<file path="src/lcal_pkg.sv">
// shared types, constants and codes for the lowest common ancestor lifting engine
// no dependencies; every other file takes names from here by scope
package lcal_pkg;

   // table geometry
   localparam int MAX_NODES   = 1024;
   localparam int LIFT_LEVELS = 10;

   // field and index widths
   localparam int FIELD_W = 10;
   localparam int NODE_W  = $clog2(MAX_NODES);
   localparam int LEVEL_W = (LIFT_LEVELS > 1) ? $clog2(LIFT_LEVELS) : 1;
   localparam int JMP_AW  = NODE_W + LEVEL_W;

   typedef logic [FIELD_W-1:0] field_type;
   typedef logic [NODE_W-1:0]  node_type;
   typedef logic [LEVEL_W-1:0] level_type;
   typedef logic [1:0]         func_type;

   localparam level_type TOP_LEVEL = level_type'(LIFT_LEVELS - 1);
   localparam node_type  NODE_ONE  = node_type'(1);

   // function codes on the request channel
   localparam func_type FUNC_LOAD  = 2'd0;
   localparam func_type FUNC_BUILD = 2'd1;
   localparam func_type FUNC_QUERY = 2'd2;

   // memory commands from the engine
   typedef struct packed {
      logic      jmp_rd_en;
      node_type  jmp_rd_node_a;
      level_type jmp_rd_level_a;
      node_type  jmp_rd_node_b;
      level_type jmp_rd_level_b;
      logic      jmp_wr_en;
      node_type  jmp_wr_node;
      level_type jmp_wr_level;
      node_type  jmp_wr_data;
      logic      dep_rd_en;
      node_type  dep_rd_node_a;
      node_type  dep_rd_node_b;
      logic      dep_wr_en;
      node_type  dep_wr_node;
      field_type dep_wr_data;
   } mem_cmd_type;

   // registered read data back to the engine
   typedef struct packed {
      node_type  jmp_a;
      node_type  jmp_b;
      field_type dep_a;
      field_type dep_b;
   } mem_data_type;

   // finished result offered to the output register
   typedef struct packed {
      logic      valid;
      field_type ancestor;
   } res_type;

endpackage

</file>
<file path="src/lcal_if.sv">
// valid/ready channel interfaces for request, response and register write
// depends on lcal_pkg for the payload types
interface lcal_req_if;
   logic                valid;
   logic                ready;
   lcal_pkg::func_type  func;
   lcal_pkg::field_type first_node;
   lcal_pkg::field_type second_node;
   lcal_pkg::field_type node_depth;

   modport source (output valid, func, first_node, second_node, node_depth, input ready);
   modport sink   (input valid, func, first_node, second_node, node_depth, output ready);
endinterface


</file>
<file path="src/lcal_engine.sv">
// sequencer for load, table build and common ancestor query
// depends on lcal_pkg and lcal_req_if; drives the lcal_mem command struct
module lcal_engine (
   input  logic                   clock,
   input  logic                   reset,
   lcal_req_if.sink               req_ch,
   input  lcal_pkg::field_type    node_count,
   input  logic                   res_take,
   output lcal_pkg::res_type      res,
   output lcal_pkg::mem_cmd_type  mem_cmd,
   input  lcal_pkg::mem_data_type mem_data
);

   localparam logic [3:0] ST_IDLE   = 4'd0;
   localparam logic [3:0] ST_B_HOP  = 4'd1;
   localparam logic [3:0] ST_B_WR   = 4'd2;
   localparam logic [3:0] ST_Q_DEP  = 4'd3;
   localparam logic [3:0] ST_Q_LIFT = 4'd4;
   localparam logic [3:0] ST_Q_LJMP = 4'd5;
   localparam logic [3:0] ST_Q_LDEP = 4'd6;
   localparam logic [3:0] ST_Q_EQ   = 4'd7;
   localparam logic [3:0] ST_Q_CMP  = 4'd8;
   localparam logic [3:0] ST_Q_FIN  = 4'd9;
   localparam logic [3:0] ST_Q_OUT  = 4'd10;

   logic [3:0]          state_ff, state_in;
   lcal_pkg::level_type lvl_ff, lvl_in;
   lcal_pkg::node_type  a_ff, a_in;
   lcal_pkg::node_type  b_ff, b_in;
   lcal_pkg::node_type  last_ff, last_in;
   lcal_pkg::node_type  anc_ff, anc_in;
   lcal_pkg::field_type da_ff, da_in;
   lcal_pkg::field_type db_ff, db_in;

   lcal_pkg::node_type  req_n1, req_n2, last_w, a_nx, b_nx;
   lcal_pkg::field_type gap;
   logic                lift_hit;

   assign req_ch.ready = (state_ff == ST_IDLE);
   assign res.valid    = (state_ff == ST_Q_OUT);
   assign res.ancestor = lcal_pkg::field_type'(anc_ff);

   // node numbers wrap to the table size
   assign req_n1 = req_ch.first_node[lcal_pkg::NODE_W-1:0];
   assign req_n2 = req_ch.second_node[lcal_pkg::NODE_W-1:0];

   // build range clamped to the highest table row
   assign last_w = (32'(node_count) > 32'(lcal_pkg::MAX_NODES - 1))
                   ? lcal_pkg::node_type'(lcal_pkg::MAX_NODES - 1)
                   : lcal_pkg::node_type'(node_count);

   // lift test: gap at least two to the current level
   assign gap      = db_ff - da_ff;
   assign lift_hit = (db_ff >= da_ff) && ((gap >> lvl_ff) != '0);

   // pairwise jump when the two ancestors differ
   assign a_nx = (mem_data.jmp_a != mem_data.jmp_b) ? mem_data.jmp_a : a_ff;
   assign b_nx = (mem_data.jmp_a != mem_data.jmp_b) ? mem_data.jmp_b : b_ff;

   // next state and memory commands
   always_comb begin
      state_in = state_ff;
      lvl_in   = lvl_ff;
      a_in     = a_ff;
      b_in     = b_ff;
      last_in  = last_ff;
      anc_in   = anc_ff;
      da_in    = da_ff;
      db_in    = db_ff;
      mem_cmd  = '0;

      case (state_ff)
         ST_IDLE: begin
            if (req_ch.valid) begin
               if (req_ch.func == lcal_pkg::FUNC_LOAD) begin
                  if (req_n1 != '0) begin
                     mem_cmd.jmp_wr_en    = 1'b1;
                     mem_cmd.jmp_wr_node  = req_n1;
                     mem_cmd.jmp_wr_level = '0;
                     mem_cmd.jmp_wr_data  = req_n2;
                     mem_cmd.dep_wr_en    = 1'b1;
                     mem_cmd.dep_wr_node  = req_n1;
                     mem_cmd.dep_wr_data  = req_ch.node_depth;
                  end
               end else if (req_ch.func == lcal_pkg::FUNC_BUILD) begin
                  if (last_w != '0 && lcal_pkg::LIFT_LEVELS > 1) begin
                     last_in                = last_w;
                     a_in                   = lcal_pkg::NODE_ONE;
                     lvl_in                 = lcal_pkg::level_type'(1);
                     mem_cmd.jmp_rd_en      = 1'b1;
                     mem_cmd.jmp_rd_node_a  = lcal_pkg::NODE_ONE;
                     mem_cmd.jmp_rd_level_a = '0;
                     state_in               = ST_B_HOP;
                  end
               end else if (req_ch.func == lcal_pkg::FUNC_QUERY) begin
                  a_in                  = req_n1;
                  b_in                  = req_n2;
                  mem_cmd.dep_rd_en     = 1'b1;
                  mem_cmd.dep_rd_node_a = req_n1;
                  mem_cmd.dep_rd_node_b = req_n2;
                  state_in              = ST_Q_DEP;
               end
            end
         end

         // build: second hop through the level below
         ST_B_HOP: begin
            mem_cmd.jmp_rd_en      = 1'b1;
            mem_cmd.jmp_rd_node_a  = mem_data.jmp_a;
            mem_cmd.jmp_rd_level_a = lvl_ff - 1'b1;
            state_in               = ST_B_WR;
         end

         // build: write the entry, then start the next node, the next level, or return to idle
         ST_B_WR: begin
            mem_cmd.jmp_wr_en    = 1'b1;
            mem_cmd.jmp_wr_node  = a_ff;
            mem_cmd.jmp_wr_level = lvl_ff;
            mem_cmd.jmp_wr_data  = mem_data.jmp_a;
            if (a_ff == last_ff) begin
               if (lvl_ff == lcal_pkg::TOP_LEVEL) begin
                  state_in = ST_IDLE;
               end else begin
                  a_in                   = lcal_pkg::NODE_ONE;
                  lvl_in                 = lvl_ff + 1'b1;
                  mem_cmd.jmp_rd_en      = 1'b1;
                  mem_cmd.jmp_rd_node_a  = lcal_pkg::NODE_ONE;
                  mem_cmd.jmp_rd_level_a = lvl_ff;
                  state_in               = ST_B_HOP;
               end
            end else begin
               a_in                   = a_ff + 1'b1;
               mem_cmd.jmp_rd_en      = 1'b1;
               mem_cmd.jmp_rd_node_a  = a_ff + 1'b1;
               mem_cmd.jmp_rd_level_a = lvl_ff - 1'b1;
               state_in               = ST_B_HOP;
            end
         end

         // query: order the pair so b is the deeper node
         ST_Q_DEP: begin
            if (mem_data.dep_a > mem_data.dep_b) begin
               a_in  = b_ff;
               b_in  = a_ff;
               da_in = mem_data.dep_b;
               db_in = mem_data.dep_a;
            end else begin
               da_in = mem_data.dep_a;
               db_in = mem_data.dep_b;
            end
            lvl_in   = lcal_pkg::TOP_LEVEL;
            state_in = ST_Q_LIFT;
         end

         // query: raise b one level at a time from the top
         ST_Q_LIFT: begin
            if (lift_hit) begin
               mem_cmd.jmp_rd_en      = 1'b1;
               mem_cmd.jmp_rd_node_b  = b_ff;
               mem_cmd.jmp_rd_level_b = lvl_ff;
               state_in               = ST_Q_LJMP;
            end else if (lvl_ff == '0) begin
               state_in = ST_Q_EQ;
            end else begin
               lvl_in = lvl_ff - 1'b1;
            end
         end

         ST_Q_LJMP: begin
            b_in                  = mem_data.jmp_b;
            mem_cmd.dep_rd_en     = 1'b1;
            mem_cmd.dep_rd_node_b = mem_data.jmp_b;
            state_in              = ST_Q_LDEP;
         end

         ST_Q_LDEP: begin
            db_in = mem_data.dep_b;
            if (lvl_ff == '0) begin
               state_in = ST_Q_EQ;
            end else begin
               lvl_in   = lvl_ff - 1'b1;
               state_in = ST_Q_LIFT;
            end
         end

         // query: same node after lifting ends the search
         ST_Q_EQ: begin
            if (a_ff == b_ff) begin
               anc_in   = a_ff;
               state_in = ST_Q_OUT;
            end else begin
               lvl_in                 = lcal_pkg::TOP_LEVEL;
               mem_cmd.jmp_rd_en      = 1'b1;
               mem_cmd.jmp_rd_node_a  = a_ff;
               mem_cmd.jmp_rd_level_a = lcal_pkg::TOP_LEVEL;
               mem_cmd.jmp_rd_node_b  = b_ff;
               mem_cmd.jmp_rd_level_b = lcal_pkg::TOP_LEVEL;
               state_in               = ST_Q_CMP;
            end
         end

         // query: joint climb while ancestors differ
         ST_Q_CMP: begin
            a_in              = a_nx;
            b_in              = b_nx;
            mem_cmd.jmp_rd_en = 1'b1;
            if (lvl_ff == '0) begin
               mem_cmd.jmp_rd_node_a  = a_nx;
               mem_cmd.jmp_rd_level_a = '0;
               state_in               = ST_Q_FIN;
            end else begin
               lvl_in                 = lvl_ff - 1'b1;
               mem_cmd.jmp_rd_node_a  = a_nx;
               mem_cmd.jmp_rd_level_a = lvl_ff - 1'b1;
               mem_cmd.jmp_rd_node_b  = b_nx;
               mem_cmd.jmp_rd_level_b = lvl_ff - 1'b1;
            end
         end

         ST_Q_FIN: begin
            anc_in   = mem_data.jmp_a;
            state_in = ST_Q_OUT;
         end

         // hand the result to the output register
         ST_Q_OUT: begin
            if (res_take) begin
               state_in = ST_IDLE;
            end
         end

         default: begin
            state_in = ST_IDLE;
         end
      endcase
   end

   // control state
   always_ff @(posedge clock) begin
      if (reset) begin
         state_ff <= ST_IDLE;
      end else begin
         state_ff <= state_in;
      end
   end

   // working registers
   always_ff @(posedge clock) begin
      lvl_ff  <= lvl_in;
      a_ff    <= a_in;
      b_ff    <= b_in;
      last_ff <= last_in;
      anc_ff  <= anc_in;
      da_ff   <= da_in;
      db_ff   <= db_in;
   end

endmodule

</file>
<file path="src/flat_wrapper.sv">
// flat-port wrapper written by rule: the top's interface ports become plain ports
module lcal_engine_flat 
  (clock, reset, node_count, res_take, res, mem_cmd, mem_data, req_ch_valid, req_ch_func, req_ch_first_node, req_ch_second_node, req_ch_node_depth, req_ch_ready);
  lcal_req_if req_ch_i ();
  input  logic clock;
  input  logic reset;
  input  lcal_pkg::field_type node_count;
  input  logic res_take;
  output lcal_pkg::res_type res;
  output lcal_pkg::mem_cmd_type mem_cmd;
  input  lcal_pkg::mem_data_type mem_data;
  input wire logic [$bits(req_ch_i.valid)-1:0] req_ch_valid;
  input wire logic [$bits(req_ch_i.func)-1:0] req_ch_func;
  input wire logic [$bits(req_ch_i.first_node)-1:0] req_ch_first_node;
  input wire logic [$bits(req_ch_i.second_node)-1:0] req_ch_second_node;
  input wire logic [$bits(req_ch_i.node_depth)-1:0] req_ch_node_depth;
  output wire logic [$bits(req_ch_i.ready)-1:0] req_ch_ready;
  assign req_ch_i.valid = req_ch_valid;
  assign req_ch_i.func = req_ch_func;
  assign req_ch_i.first_node = req_ch_first_node;
  assign req_ch_i.second_node = req_ch_second_node;
  assign req_ch_i.node_depth = req_ch_node_depth;
  assign req_ch_ready = req_ch_i.ready;
  lcal_engine u_core (.clock(clock), .reset(reset), .req_ch(req_ch_i), .node_count(node_count), .res_take(res_take), .res(res), .mem_cmd(mem_cmd), .mem_data(mem_data));
endmodule
</file>
<file path="config.mk">
export PLATFORM = sky130hd
export DESIGN_NAME = lcal_engine_flat
export DESIGN_NICKNAME = d
export VERILOG_FILES = /design/src/lcal_pkg.sv /design/src/lcal_if.sv /design/src/lcal_engine.sv /design/src/flat_wrapper.sv
export SDC_FILE = /design/constraint.sdc
export NUM_CORES = 1
export LEC_CHECK = 0
export CAP_MARGIN = 0
export CORE_ASPECT_RATIO = 1.5
export CORE_MARGIN = 1.5
export CORE_UTILIZATION = 25
export CTS_CLUSTER_SIZE = 10
export DETAILED_ROUTE_END_ITERATION = 12
export DONT_BUFFER_PORTS = 1
export SLEW_MARGIN = 20
export SYNTH_ARGS = -nofsm -noshare
export SYNTH_HDL_FRONTEND = slang
export SYNTH_SLANG_ARGS = --single-unit
</file>
<file path="constraint.sdc">
create_clock -name clock -period 11.9 [get_ports clock]
set_input_delay 2.38 -clock clock [delete_from_list [all_inputs] [get_ports clock]]
set_output_delay 2.38 -clock clock [all_outputs]
set_load 0.01 [all_outputs]
</file>
==> results of run 1 <==
registers in the layout, indices dropped and copies added, names as in the netlist:
register         count
u_core.a_ff         10
u_core.anc_ff       10
u_core.b_ff         10
u_core.da_ff        10
u_core.db_ff        10
u_core.last_ff      10
u_core.lvl_ff        4
u_core.state_ff      4
cell families (layout without fill, tap and decap cells):
| kind of cell | after synthesis | in the layout | synth area share (%) |
|---|---|---|---|
| AO/OA/AOI/OAI | 198 | 198 | 23.9 |
| XOR/XNOR | 42 | 42 | 6.18 |
| adder cells (fa/ha/maj) | 25 | 25 | 5.38 |
| buffers and inverters | 81 | 62 | 5.15 |
| flip-flops | 68 | 68 | 33.6 |
| multiplexers | 34 | 34 | 6.14 |
| AND/OR/NAND/NOR | 223 | 223 | 19.7 |
critical path, stage by stage:
cell and delay, ps:
nor4_1 340, buf_4 240, inv_1 90, a31oi_4 570, nor2_1 90, nor4_1 460
layout make-up:
cell class | instances | area [um^2]
Clock buffer | 9 | 225
Clock inverter | 7 | 67.6
Fill cell | 2494 | 17000
Inverter | 35 | 131
Multi-Input combinational cell | 522 | 3690
Sequential cell | 68 | 2000
Tap cell | 319 | 399
Timing Repair Buffer | 11 | 82.6
cells in the final DEF (no fill, tap or decap), types with 16 or more instances in the layout:
master	n
xnor2_1	17
inv_1	35
mux2_2	20
edfxtp_1	64
nand2_1	30
a21oi_1	29
nand3_1	16
nor2_1	53
a22o_1	27
xor2_1	25
ha_1	24
and2_1	34
nor3_1	17
o21ai_0	45
power groups by stage:
stage	clock network, mW	logic, mW	registers (mW)
after floorplan	0	0.454	0.349
after global placement	0	0.520	0.442
after detailed placement	0	0.524	0.440
after CTS	0.271	0.527	0.436
after global routing	0.278	0.578	0.444
final	0.267	0.531	0.440
layer usage:
metal	GRT usage [%]	vias up	routed length (um)
li1	-	2481	-
met1	18.7	2704	8200
met2	34.0	307	12200
met3	4.21	53	1620
met4	9.16	0	1040
met5	0	-	0
final timing paths:
kind                        startpoint                    endpoint  cells after the start
min           u_core.b_ff[3]$_DFFE_PP_    u_core.a_ff[3]$_DFFE_PP_                      1
min reg2reg   u_core.b_ff[3]$_DFFE_PP_    u_core.a_ff[3]$_DFFE_PP_                      1
max                     req_ch_func[0]                 mem_cmd[66]                      6
max reg2reg  u_core.db_ff[0]$_DFFE_PP_  u_core.lvl_ff[2]$_DFFE_PP_                     12
==> metrics, run 1 <==
Antenna Cells=0; final period utilization=55.1%; Total Wirelength=23100 um; Psw=0.544 mW; hold_buf cts=0; DR DRC count=0; CP arrival=4180 ps; Cells after Synth=671; Worst-path clk slew=60 ps; ys flop type=edfxtp_1; global-route wire length before repair=33300 um; Leak Pwr=2.60 nW; status=complete, no violations; vias in the first global route=5323; core area=23600 um^2; largest net degree at the start of global routing=31; antenna violations before repair=0; initial drt markers=426; kind of critical path=in2out; Post-CTS Setup Inserts=0; Layout area overhead=10.7%; synth top area cells=edfxtp_1 32%, ha_1 5.0%, a22o_1 4.0%; P_int=0.695 mW; Synth Warn #=0; TritonCTS Sinks=68; max-slew violation count=0; endpoints failing hold=0; CP startpoint kind=input pin; r2r setup slk=8320 ps; Comb pwr share=42.9%; Setup Skew=8.26 ps; vias=5545; H-Tree Depth=3; input/output buffers=0; Placement Cell Area=6280 um^2; Via-to-Cell Ratio=5.71; TNS Setup=0 ps; Antenna Violating Nets Remaining=0; worst setup margin=5340 ps; sequential-to-total area share from yosys stat=33.6%; fin area=6590 um^2; post-layout util=28.0%; Synth top cells by count=64 x edfxtp_1, 54 x nor2_1, 45 x o21ai_0; Resized cells post-CTS=0; Mapped Area=5950 um^2; Slew headroom=40.1%; final RePlAce weighted congestion=0.888; DRT Pass-1 Iters=6; Switching Fraction=43.9%; Flop pwr share=35.6%; Die W=129 um; clock power share=21.6%; PD cells=188 nW/um^2; CTS root buffer=clkbuf_16; row cnt=69; WL/cell=23.8 um; top-area cell type share of the netlist area=32.3%; most numerous cell in the Yosys netlist=edfxtp_1; fmax=152 MHz; worst slew pin tran=898 ps; Die Y=192 um; setup slack at placement=4950 ps; Final setup viols=0; CTS tree=built; critical path required time=9520 ps; deepest clock path buffer count=2; Inst Count DP=955; Syn Nets=782; clk_lat worst skew=340 ps; total of max-cap violations=0; final worst path period need=6560 ps; Num CTS Buffers=9; Initial Util=25.3%; share of cells above drive strength 1=8.59%; maximum vdd drop=0.0902 mV; post-synthesis sequential element count=68; DPL Wire Length=18200 um; Setup crit end kind=primary output; syn avg cell area=8.87 um^2; number of flops mapped to enable cells by yosys=64; Synth area leader=edfxtp_1; unrepaired setup endpoints after global routing=no; Min Hold Slack=748 ps; NumNets Final=758; Netlist cell types=55; I/O Pins=194; fin cells=971; min-delay worst type=reg2reg; GRT Overall Usage=18.2%; total power=1.24 mW; grt ovf=0; asr flop ratio synth=0%; crit-path max FO=24; DIE AREA=24800 um^2
Note: power is estimated with default switching activity, not from simulation.
==> run 2: changes to the inputs <==
==> constraint.sdc (replaced) <==
create_clock -name clock -period 6 [get_ports clock]
set_input_delay 1.2 -clock clock [delete_from_list [all_inputs] [get_ports clock]]
set_output_delay 1.2 -clock clock [all_outputs]
set_load 0.01 [all_outputs]
==> metrics, run 2 (synthesis results as in run 1) <==
status=complete, no violations (unchanged); critical path required time=4800 ps (was 9520 ps); input/output buffers=0 (unchanged); TritonCTS Sinks=68 (unchanged); Inst Count DP=955 (unchanged); fmax=197 MHz; most frequent cells in the layout=64 x edfxtp_1, 52 x nor2_1, 45 x o21ai_0 (was 64 x edfxtp_1, 53 x nor2_1, 45 x o21ai_0); grt met1 use=19.4% (was 18.7%); final worst path period need=5080 ps; antenna violations before repair=0 (unchanged); max-slew violation count=0 (unchanged); Die W=129 um (unchanged); Setup crit end kind=primary output (unchanged); kind of critical path=reg2out (was in2out); fill count=2467 (was 2494); Post-CTS Setup Inserts=0 (unchanged); DPL Wire Length=18300 um (was 18200 um); post-layout util=27.8% (was 28.0%); DIE AREA=24800 um^2 (unchanged); min-delay worst type=reg2reg (unchanged); largest net degree at the start of global routing=31 (unchanged); PD cells=368 nW/um^2 (was 188 nW/um^2); final RePlAce weighted congestion=0.907 (was 0.888); most common cell after layout, fill and taps aside=edfxtp_1 (unchanged); Antenna Violating Nets Remaining=0 (unchanged); fin cells=971 (unchanged); final period utilization=84.7%; TNS Setup=0 ps (unchanged); Via-to-Cell Ratio=5.74 (was 5.71); Top Usage Layer GRT=met2 (unchanged); row cnt=69 (unchanged); Leak Pwr=2.58 nW (was 2.60 nW); Antenna Cells=0 (unchanged); met2 Track Usage GR=33.4% (was 34.0%); core area=23600 um^2 (unchanged); vias in the first global route=5385 (was 5323); worst slew pin tran=887 ps (was 898 ps); CTS root buffer=clkbuf_16 (unchanged); deepest clock path buffer count=2 (unchanged); Slew headroom=40.8% (was 40.1%); Setup Skew=6.60 ps (was 8.26 ps); endpoints failing hold=0 (unchanged); hold_buf cts=0 (unchanged); CTS tree=built (unchanged); global-route wire length before repair=33800 um (was 33300 um); grt ovf=0 (unchanged); Total Wirelength=23300 um (was 23100 um); unrepaired setup endpoints after global routing=no (unchanged); NumNets Final=758 (unchanged); GRT Overall Usage=18.5% (was 18.2%); Layout area overhead=10.1% (was 10.7%); Worst-path clk slew=60 ps (about the same); DR DRC count=0 (unchanged); Die Y=192 um (unchanged); clk_lat worst skew=340 ps (about the same); r2r setup slk=2640 ps (was 8320 ps); crit-path max FO=7 (was 24); share of cells above drive strength 1=8.74% (was 8.59%); M3 GR Usage=4.26% (was 4.21%); DRT Pass-1 Iters=7 (was 6); maximum vdd drop=0.152 mV (was 0.0902 mV); Final setup viols=0 (unchanged); WL/cell=24.0 um (was 23.8 um); Initial Util=25.3% (unchanged); H-Tree Depth=3 (unchanged); initial drt markers=456 (was 426); Resized cells post-CTS=0 (unchanged); Num CTS Buffers=9 (unchanged); CP arrival=3880 ps (was 4180 ps); I/O Pins=194 (unchanged); CP startpoint kind=flip-flop (was input pin); vias=5574 (was 5545); total of max-cap violations=0 (unchanged)
run 2: cell count changes in the layout (fill, tap and decap cells not counted), sizes merged:
| cell | change |
|---|---|
| bufinv | -1 |
| inv | +1 |
run 2: final cells by class:
class,instances,area (um^2),share of cell area (%)
Timing Repair Buffer,11,82.6,1.26
Clock buffer,9,225,3.44
Tap cell,319,399,6.09
Inverter,35,131,2.00
Clock inverter,7,42.5,0.649
Sequential cell,68,2000,30.5
Multi-Input combinational cell,522,3670,56.0
run 2: power breakdown:
| part | internal (mW) | switching, mW | leakage, nW |
|---|---|---|---|
| Clock | 0.277 | 0.205 | 0.129 |
| Sequential | 0.659 | 0.234 | 0.619 |
| Combinational | 0.399 | 0.636 | 1.83 |
run 2: through the flow:
step / total power [mW] / hold slack, ps / cell area [um^2] / setup WS (ps)
global placement: 1.91 / 718 / 6280 / 1440
floorplan: 1.59 / 547 / 5950 / 1640
CTS: 2.40 / 731 / 6550 / 953
detailed placement: 1.91 / 712 / 6280 / 1360
global route: 2.54 / 762 / 6560 / 582
finish: 2.41 / 739 / 6560 / 919
run 2: layer usage:
metal	vias to the layer above	wire, um
li1	2482	-
met1	2688	7930
met2	336	12000
met3	68	2030
met4	0	1310
met5	-	0
run 2: worst max-delay path, stage by stage, from the launching register on:
cell	delay (ps)
edfxtp_1	350
inv_1	60
ha_1	150
inv_1	50
fa_1	400
a211oi_1	430
or2_2	230
o221ai_1	160
xor2_1	250
a21oi_1	130
nor4_2	600
or3_1	410
a22o_1	310
run 2: path summary, 6_finish.rpt:
check | cells after the start | start | endpoint
hold reg to reg | 1 | u_core.b_ff[4]$_DFFE_PP_ | u_core.a_ff[4]$_DFFE_PP_
setup reg to reg | 11 | u_core.db_ff[0]$_DFFE_PP_ | u_core.lvl_ff[0]$_DFFE_PP_
hold / removal | 1 | u_core.b_ff[4]$_DFFE_PP_ | u_core.a_ff[4]$_DFFE_PP_
setup / recovery | 12 | u_core.db_ff[0]$_DFFE_PP_ | mem_cmd[71]
